==> config.mk <==
export PLATFORM = sky130hd
export DESIGN_NAME = i2c_temp_sensor_register_slave
export DESIGN_NICKNAME = d
export VERILOG_FILES = /design/src/i2c_tsr_pkg.sv /design/src/i2c_temp_sensor_register_slave.sv
export VERILOG_INCLUDE_DIRS = /design/src /design/src/src
export SDC_FILE = /design/constraint.sdc
export NUM_CORES = 1
export LEC_CHECK = 0
export BUFFER_PORTS_ARGS = -buffer_cell sky130_fd_sc_hd__buf_2
export CORE_ASPECT_RATIO = 0.7
export CORE_UTILIZATION = 32
export CTS_CLUSTER_SIZE = 20
export DETAILED_ROUTE_END_ITERATION = 12
export GPL_TIMING_DRIVEN = 0
export PLACE_DENSITY = 0.53
export SYNTH_ARGS = -nofsm -noshare
export SYNTH_HDL_FRONTEND = slang
export SYNTH_SLANG_ARGS = --single-unit
==> constraint.sdc <==
create_clock -name clk_i -period 3.1 [get_ports clk_i]
set_input_delay 0.155 -clock clk_i [delete_from_list [all_inputs] [get_ports clk_i]]
set_output_delay 0.155 -clock clk_i [all_outputs]
set_load 0.1 [all_outputs]
==> src/assert_macros.svh <==
// Concurrent assertion macros used by the RTL module.
`ifndef ASSERT_MACROS_SVH
`define ASSERT_MACROS_SVH

// Same-cycle implication, sampled on clk_i, disabled while in reset.
`define AST_IMPLY(name, ante, cons) \
  name: assert property (@(posedge clk_i) disable iff (!rst_ni) (ante) |-> (cons)) \
    else $error("assertion failed: same-cycle check");

// Next-cycle implication, sampled on clk_i, disabled while in reset.
`define AST_NEXT(name, ante, cons) \
  name: assert property (@(posedge clk_i) disable iff (!rst_ni) (ante) |=> (cons)) \
    else $error("assertion failed: next-cycle check");

`endif

==> src/i2c_tsr_pkg.sv <==
// Types, constants and reset values of the temperature sensor register slave.
package i2c_tsr_pkg;

  localparam int unsigned NumRegs   = 16;
  localparam int unsigned RegAddrW  = $clog2(NumRegs);
  localparam int unsigned RegW      = 16;
  localparam int unsigned BytePosW  = 6;
  localparam int unsigned TempW     = 12;
  localparam int unsigned FuncW     = 2;

  localparam logic [BytePosW-1:0] BytePosMax = '1;
  localparam logic [7:0]          FillByte   = 8'hFF;

  typedef enum logic [FuncW-1:0] {
    FUNC_WRITE = 2'd0,
    FUNC_READ  = 2'd1,
    FUNC_TEMP  = 2'd2,
    FUNC_NONE  = 2'd3
  } func_e;

  typedef logic [RegW-1:0] reg_word_t;

  function automatic reg_word_t reg_reset_value(input logic [RegAddrW-1:0] idx);
    reg_word_t val;
    val = '0;
    unique case (idx)
      4'd1:    val = 16'h00FF;
      4'd2:    val = 16'h4B00;
      4'd3:    val = 16'h5000;
      4'd15:   val = 16'h7500;
      default: val = '0;
    endcase
    return val;
  endfunction

endpackage

==> src/i2c_temp_sensor_register_slave.sv <==
// Byte-level I2C register slave of a temperature sensor, with result register.
//
// Input channel s_axis_*: one transaction per bus byte or temperature update.
//   tuser carries the function code and the first-byte flag, tdata the
//   written byte and the signed temperature in sixteenths of a degree.
// Output channel m_axis_*: one transaction per input transaction, in order.
//   tuser carries the ACK bit, tdata the byte returned on a bus read.
// The result is registered and appears in the cycle after its input transaction is taken.
// Throughput: one transaction per cycle while the receiver does not stall. The
//   pointer, byte position, abort flag and register file are updated in the
//   same cycle the input is taken, so the next item sees them without a
//   bubble; each result passes through the single result register.
// Reset clears the pointer, byte position and abort flag and loads the
//   register file with its power-on values; no result is pending after reset.
// When the receiver stalls, the result register holds its transaction and
//   s_axis_tready drops until it is taken; a result taken in the same cycle
//   frees the register for the next input.
`include "assert_macros.svh"

module i2c_temp_sensor_register_slave
  import i2c_tsr_pkg::*;
(
  input  logic        clk_i,
  input  logic        rst_ni,
  input  logic        s_axis_tvalid,
  output logic        s_axis_tready,
  input  logic [23:0] s_axis_tdata,  // [7:0] wr_byte, [19:8] temperature, [23:20] zero
  input  logic [2:0]  s_axis_tuser,  // [1:0] func, [2] first
  output logic        m_axis_tvalid,
  input  logic        m_axis_tready,
  output logic [7:0]  m_axis_tdata,  // [7:0] rd_byte
  output logic        m_axis_tuser   // [0] ack
);

  reg_word_t             reg_file_q [NumRegs];
  logic [RegAddrW-1:0]   pointer_q, pointer_d;
  logic [BytePosW-1:0]   byte_pos_q, byte_pos_d;
  logic                  aborted_q, aborted_d;
  logic                  out_valid_q;
  logic                  ack_q, ack_d;
  logic [7:0]            rd_byte_q, rd_byte_d;

  logic                  in_fire;
  func_e                 func;
  logic                  first;
  logic [7:0]            wr_byte;
  logic [TempW-1:0]      temperature;
  logic [BytePosW-1:0]   pos;
  logic                  abort_in;
  logic [BytePosW-2:0]   offs;
  logic [BytePosW-1:0]   rd_addr;
  reg_word_t             cur_word;
  logic                  wr_hi, wr_lo, wr_temp;

  assign s_axis_tready = !out_valid_q || m_axis_tready;
  assign in_fire       = s_axis_tvalid && s_axis_tready;

  assign func        = func_e'(s_axis_tuser[1:0]);
  assign first       = s_axis_tuser[2];
  assign wr_byte     = s_axis_tdata[7:0];
  assign temperature = s_axis_tdata[19:8];

  // A first byte restarts the transaction position and clears any abort.
  assign pos      = first ? '0 : byte_pos_q;
  assign abort_in = first ? 1'b0 : aborted_q;
  assign offs     = pos[BytePosW-1:1];
  assign rd_addr  = BytePosW'(pointer_q) + BytePosW'(offs);
  assign cur_word = reg_file_q[pointer_q];

  always_comb begin
    pointer_d  = pointer_q;
    byte_pos_d = byte_pos_q;
    aborted_d  = aborted_q;
    ack_d      = 1'b0;
    rd_byte_d  = '0;
    wr_hi      = 1'b0;
    wr_lo      = 1'b0;
    wr_temp    = 1'b0;
    unique case (func)
      FUNC_TEMP: begin
        wr_temp = 1'b1;
        ack_d   = 1'b1;
      end
      FUNC_NONE: begin
        ack_d = 1'b0;
      end
      FUNC_WRITE: begin
        byte_pos_d = pos;
        aborted_d  = abort_in;
        if (!abort_in) begin
          if (pos == '0) begin
            if (wr_byte[7:4] != 4'h0) begin
              aborted_d = 1'b1;
            end else begin
              pointer_d  = wr_byte[RegAddrW-1:0];
              byte_pos_d = BytePosW'(1);
              ack_d      = 1'b1;
            end
          end else if (pos > BytePosW'(2) || pointer_q < RegAddrW'(1)
                       || pointer_q > RegAddrW'(3)) begin
            // Read-only register or third data byte: refuse.
            aborted_d = 1'b1;
          end else begin
            wr_hi      = (pos == BytePosW'(1));
            wr_lo      = (pos == BytePosW'(2));
            byte_pos_d = pos + BytePosW'(1);
            ack_d      = 1'b1;
          end
        end
      end
      FUNC_READ: begin
        byte_pos_d = pos;
        aborted_d  = abort_in;
        if (!abort_in) begin
          if (rd_addr > BytePosW'(NumRegs - 1)) begin
            aborted_d = 1'b1;
          end else begin
            if (offs != '0) begin
              rd_byte_d = FillByte;
            end else if (pos == '0) begin
              rd_byte_d = cur_word[15:8];
            end else begin
              rd_byte_d = cur_word[7:0];
            end
            ack_d = 1'b1;
            if (pos != BytePosMax) begin
              byte_pos_d = pos + BytePosW'(1);
            end
          end
        end
      end
      default: ack_d = 1'b0;
    endcase
  end

  always_ff @(posedge clk_i or negedge rst_ni) begin
    if (!rst_ni) begin
      pointer_q   <= '0;
      byte_pos_q  <= '0;
      aborted_q   <= 1'b0;
      out_valid_q <= 1'b0;
      for (int i = 0; i < NumRegs; i++) begin
        reg_file_q[i] <= reg_reset_value(RegAddrW'(i));
      end
    end else begin
      if (in_fire) begin
        pointer_q   <= pointer_d;
        byte_pos_q  <= byte_pos_d;
        aborted_q   <= aborted_d;
        out_valid_q <= 1'b1;
        if (wr_temp) begin
          reg_file_q[0] <= {temperature, 4'h0};
        end
        if (wr_hi) begin
          reg_file_q[pointer_q][15:8] <= wr_byte;
        end
        if (wr_lo) begin
          reg_file_q[pointer_q][7:0] <= wr_byte;
        end
      end else if (m_axis_tready) begin
        out_valid_q <= 1'b0;
      end
    end
  end

  always_ff @(posedge clk_i) begin
    if (in_fire) begin
      ack_q     <= ack_d;
      rd_byte_q <= rd_byte_d;
    end
  end

  assign m_axis_tvalid = out_valid_q;
  assign m_axis_tdata  = rd_byte_q;
  assign m_axis_tuser  = ack_q;

  // A NAK never carries read data.
  `AST_IMPLY(a_nak_no_data, out_valid_q && !ack_q, rd_byte_q == 8'h00)
  // A temperature update lands in register zero on the next cycle.
  `AST_NEXT(a_temp_load, in_fire && func == FUNC_TEMP,
            reg_file_q[0] == {$past(temperature), 4'h0})
  // Register fifteen is read-only.
  `AST_NEXT(a_ro_reg, 1'b1, $stable(reg_file_q[NumRegs-1]))
  // Pointer and byte position move only on an accepted transaction.
  `AST_NEXT(a_state_hold, !in_fire, $stable(pointer_q) && $stable(byte_pos_q))

endmodule
==> impl_metrics.yaml <==
die:
  start_util_pct: 32.66
  top_level_ports: 42
  die_y_microns: 159.8
  die_x_microns: 227.5
  rows: 57
  core-area_sq_um: 34870
  die_area_sq_um: 36360
placement:
  gp_congestion: 0.8109
  dpl.cell_count: 1335
  io_buffers: 37
  place_hpwl_microns: 17150
  dp_slack_ns: -0.2623
setup_path:
  cp-start-kind: "register"
  critPathCaptureType: "register"
  regToRegSetupSlack_ns: 0.16
  cp.arrival_ns: 3.24
  crit_fanout: 10
  path_class: "register to register"
  worst-endpoint-required_ns: 3.40
drt:
  routed_wl_microns: 24480
  detail_route.wl_per_cell_microns: 17.44
  drc_errors: 0
  ant_nets: 0
  vias: 6347
  drt-initial-drc-count: 352
  first_pass_iters: 4
  viasPerCell: 4.521
final_layout:
  num-fill-cells: 3315
  drive_above_1_share_pct: 27.68
  layoutNonFillerInstCount: 1404
  area_growth_pct: 16.80
  nets: 950
  antennaDiodeCount: 0
yosys:
  async_flop_share_pct: 96.75
  yosys_warnings: 0
  synth_edf_count: 9
  synth_cells: 824
  yosys.area.top_type_share_pct: 54.71
  synth_top_cell_by_area: "dfrtp_1"
  syn_nets: 862
  synth.distinct_cells: 50
  synth_most_common_cell: "dfrtp_1"
  netlist_area_sq_um: 11390
  ys.flop_type: "dfrtp_1"
  synth_seq_area_share_pct: 61.47
  ys_ff_latch: 277
  avgSynthCellArea_sq_um: 13.82
  yosys-top-cells-count: "dfrtp_1, clkbuf_1, mux2_2"
  synthTopCellsByArea: "dfrtp_1, mux4_2, clkbuf_1"
status:
  status: "complete, no violations"
pwr:
  vdd_drop_max_v: 0.0003783
  p_per_area_nw_per_um2: 584.2
  p_leak_nw: 5.861
clocking:
  htreeDepth: 1
  root_buffer: "clkbuf_16"
  cts_tree: "done"
  cts.path.max_buffers: 3
  cts_setup_buffers: 0
  clock_latency_ns: 0.55
  cts.clk_slew.worst_paths_ns: 0.07
  cts_buffers: 26
  cts_num_sinks: 277
timing:
  slew_headroom_pct: 41.17
  worst_pin_slew_ns: 0.8806
  setup_ws_ns: 0.1553
  rsz0062_at_grt: "no"
  setup_viol: 0
  hold_viol_final: 0
  fin_crit_sh_pct: 94.99
  finClkSkew_ns: 0.01504
  max_freq_ghz: 0.3396
  maxSlewViolCount: 0
  min_period_ns: 2.945
grt:
  antenna_found_initial: 0
  grt_pass1_vias: 6625
  grt_max_degree: 112
  grt_use_total_pct: 14.23
  grt_pass1_wl_microns: 39230
  grt_overflow_total: 0
min_path:
  hold_path.class: "primary input to register"
flow_run:
  cap_violations: 0
[state kept, by name, indices dropped and copies added (netlist names)]
name           flops
aborted_q          1
byte_pos_q         6
m_axis_tdata       8
m_axis_tuser       1
m_axis_tvalid      1
pointer_q          4
reg_file_q       256
[area by class of cell]
cell class	count	area, sq um	area share [%]
tap	472	590.6	4.440
buffer	219	860.8	6.472
sequential	277	7002	52.64
multi-input combinational	318	3506	26.36
clock buffer	39	750.7	5.644
timing repair buffer	63	490.5	3.687
clock inverter	9	75.07	0.5644
inverter	7	26.28	0.1975
[critical path, cell delays in order, from the launching register on]
cell and delay, ns:
dfrtp_1 0.47, buf_2 0.35, buf_2 0.43, buf_2 0.40, mux4_2 0.35, mux2i_1 0.43
nand2_1 0.08, and3_1 0.17
[power by group]
| group | leakage, nW | switching [mW] | internal [mW] | total [mW] |
|---|---|---|---|---|
| Combinational | 1.74 | 0.597 | 0.328 | 0.925 |
| Clock | 0.395 | 1.39 | 1.69 | 3.08 |
| Sequential | 3.73 | 0.0602 | 3.70 | 3.76 |
| Total | 5.86 | 2.05 | 5.72 | 7.77 |
[through the flow]
stage	power, mW	instance area, sq um	utilization (%)	setup TNS, ns	hold WS [ns]
2_1_floorplan	4.383	11390	-	0	-0.1406
3_3_place_gp	4.724	12170	34.89	-792.66	0.3568
3_5_place_dp	4.739	12230	35.08	-4.648	0.1292
4_1_cts	7.899	13300	38.14	0	0.07573
5_1_grt	8.103	13300	38.14	0	0.1661
6_report	7.771	13300	38.14	0	0.09221
[routing by layer]
layer  track usage, %  up-vias  share of wire (%)
met2            19.61       90                 42
met3            2.741       39                4.5
met5                0        -                  0
met1            22.76     3299                 52
li1                 -     2919                  -
met4            3.203        0                1.8
[cells by family (layout without fill, tap and decap cells)]
logic type      after synthesis  after routing  share of synthesized area, %
flops                       277            277                         61.47
buf+inv                     229            337                         7.833
mux                         153            153                         21.11
simple gates                103            103                         5.592
compound gates               55             55                         3.230
fa+ha+maj                     7              7                        0.7690
[final timing paths]
path                            startpoint               to  cells past startpoint
min reg2reg                 reg_file_q[10]   reg_file_q[10]                      1
max                           pointer_q[1]  m_axis_tdata[7]                      7
min                        s_axis_tuser[1]     m_axis_tuser                      3
min in group asynchronous           rst_ni   reg_file_q[53]                      2
max in group asynchronous           rst_ni  reg_file_q[209]                      4
max reg2reg                   pointer_q[1]  m_axis_tdata[7]                      7
[repair_timing]
action / in CTS / in global routing
resized for setup: 3 / 3
endpoints found under the hold margin: 126 / 0
pin swaps: 0 / 1
endpoints found under the setup margin: 5 / 14
hold buffers: 24 / 0
[layout by cell type (no fill, tap or decap), types with 13 or more instances in the layout]
cell type / netlist / final
dfrtp_1: 249 / 248
clkbuf_1: 205 / 212
mux2_2: 67 / 67
mux4_2: 63 / 63
buf_2: 11 / 46
clkbuf_16: 0 / 27
dlygate4sd3_1: 0 / 24
mux2i_1: 23 / 21
dfstp_2: 19 / 19
nand2_1: 17 / 17
nor2_1: 15 / 15
a21oi_1: 13 / 13
(Power assumes the default switching activity.)
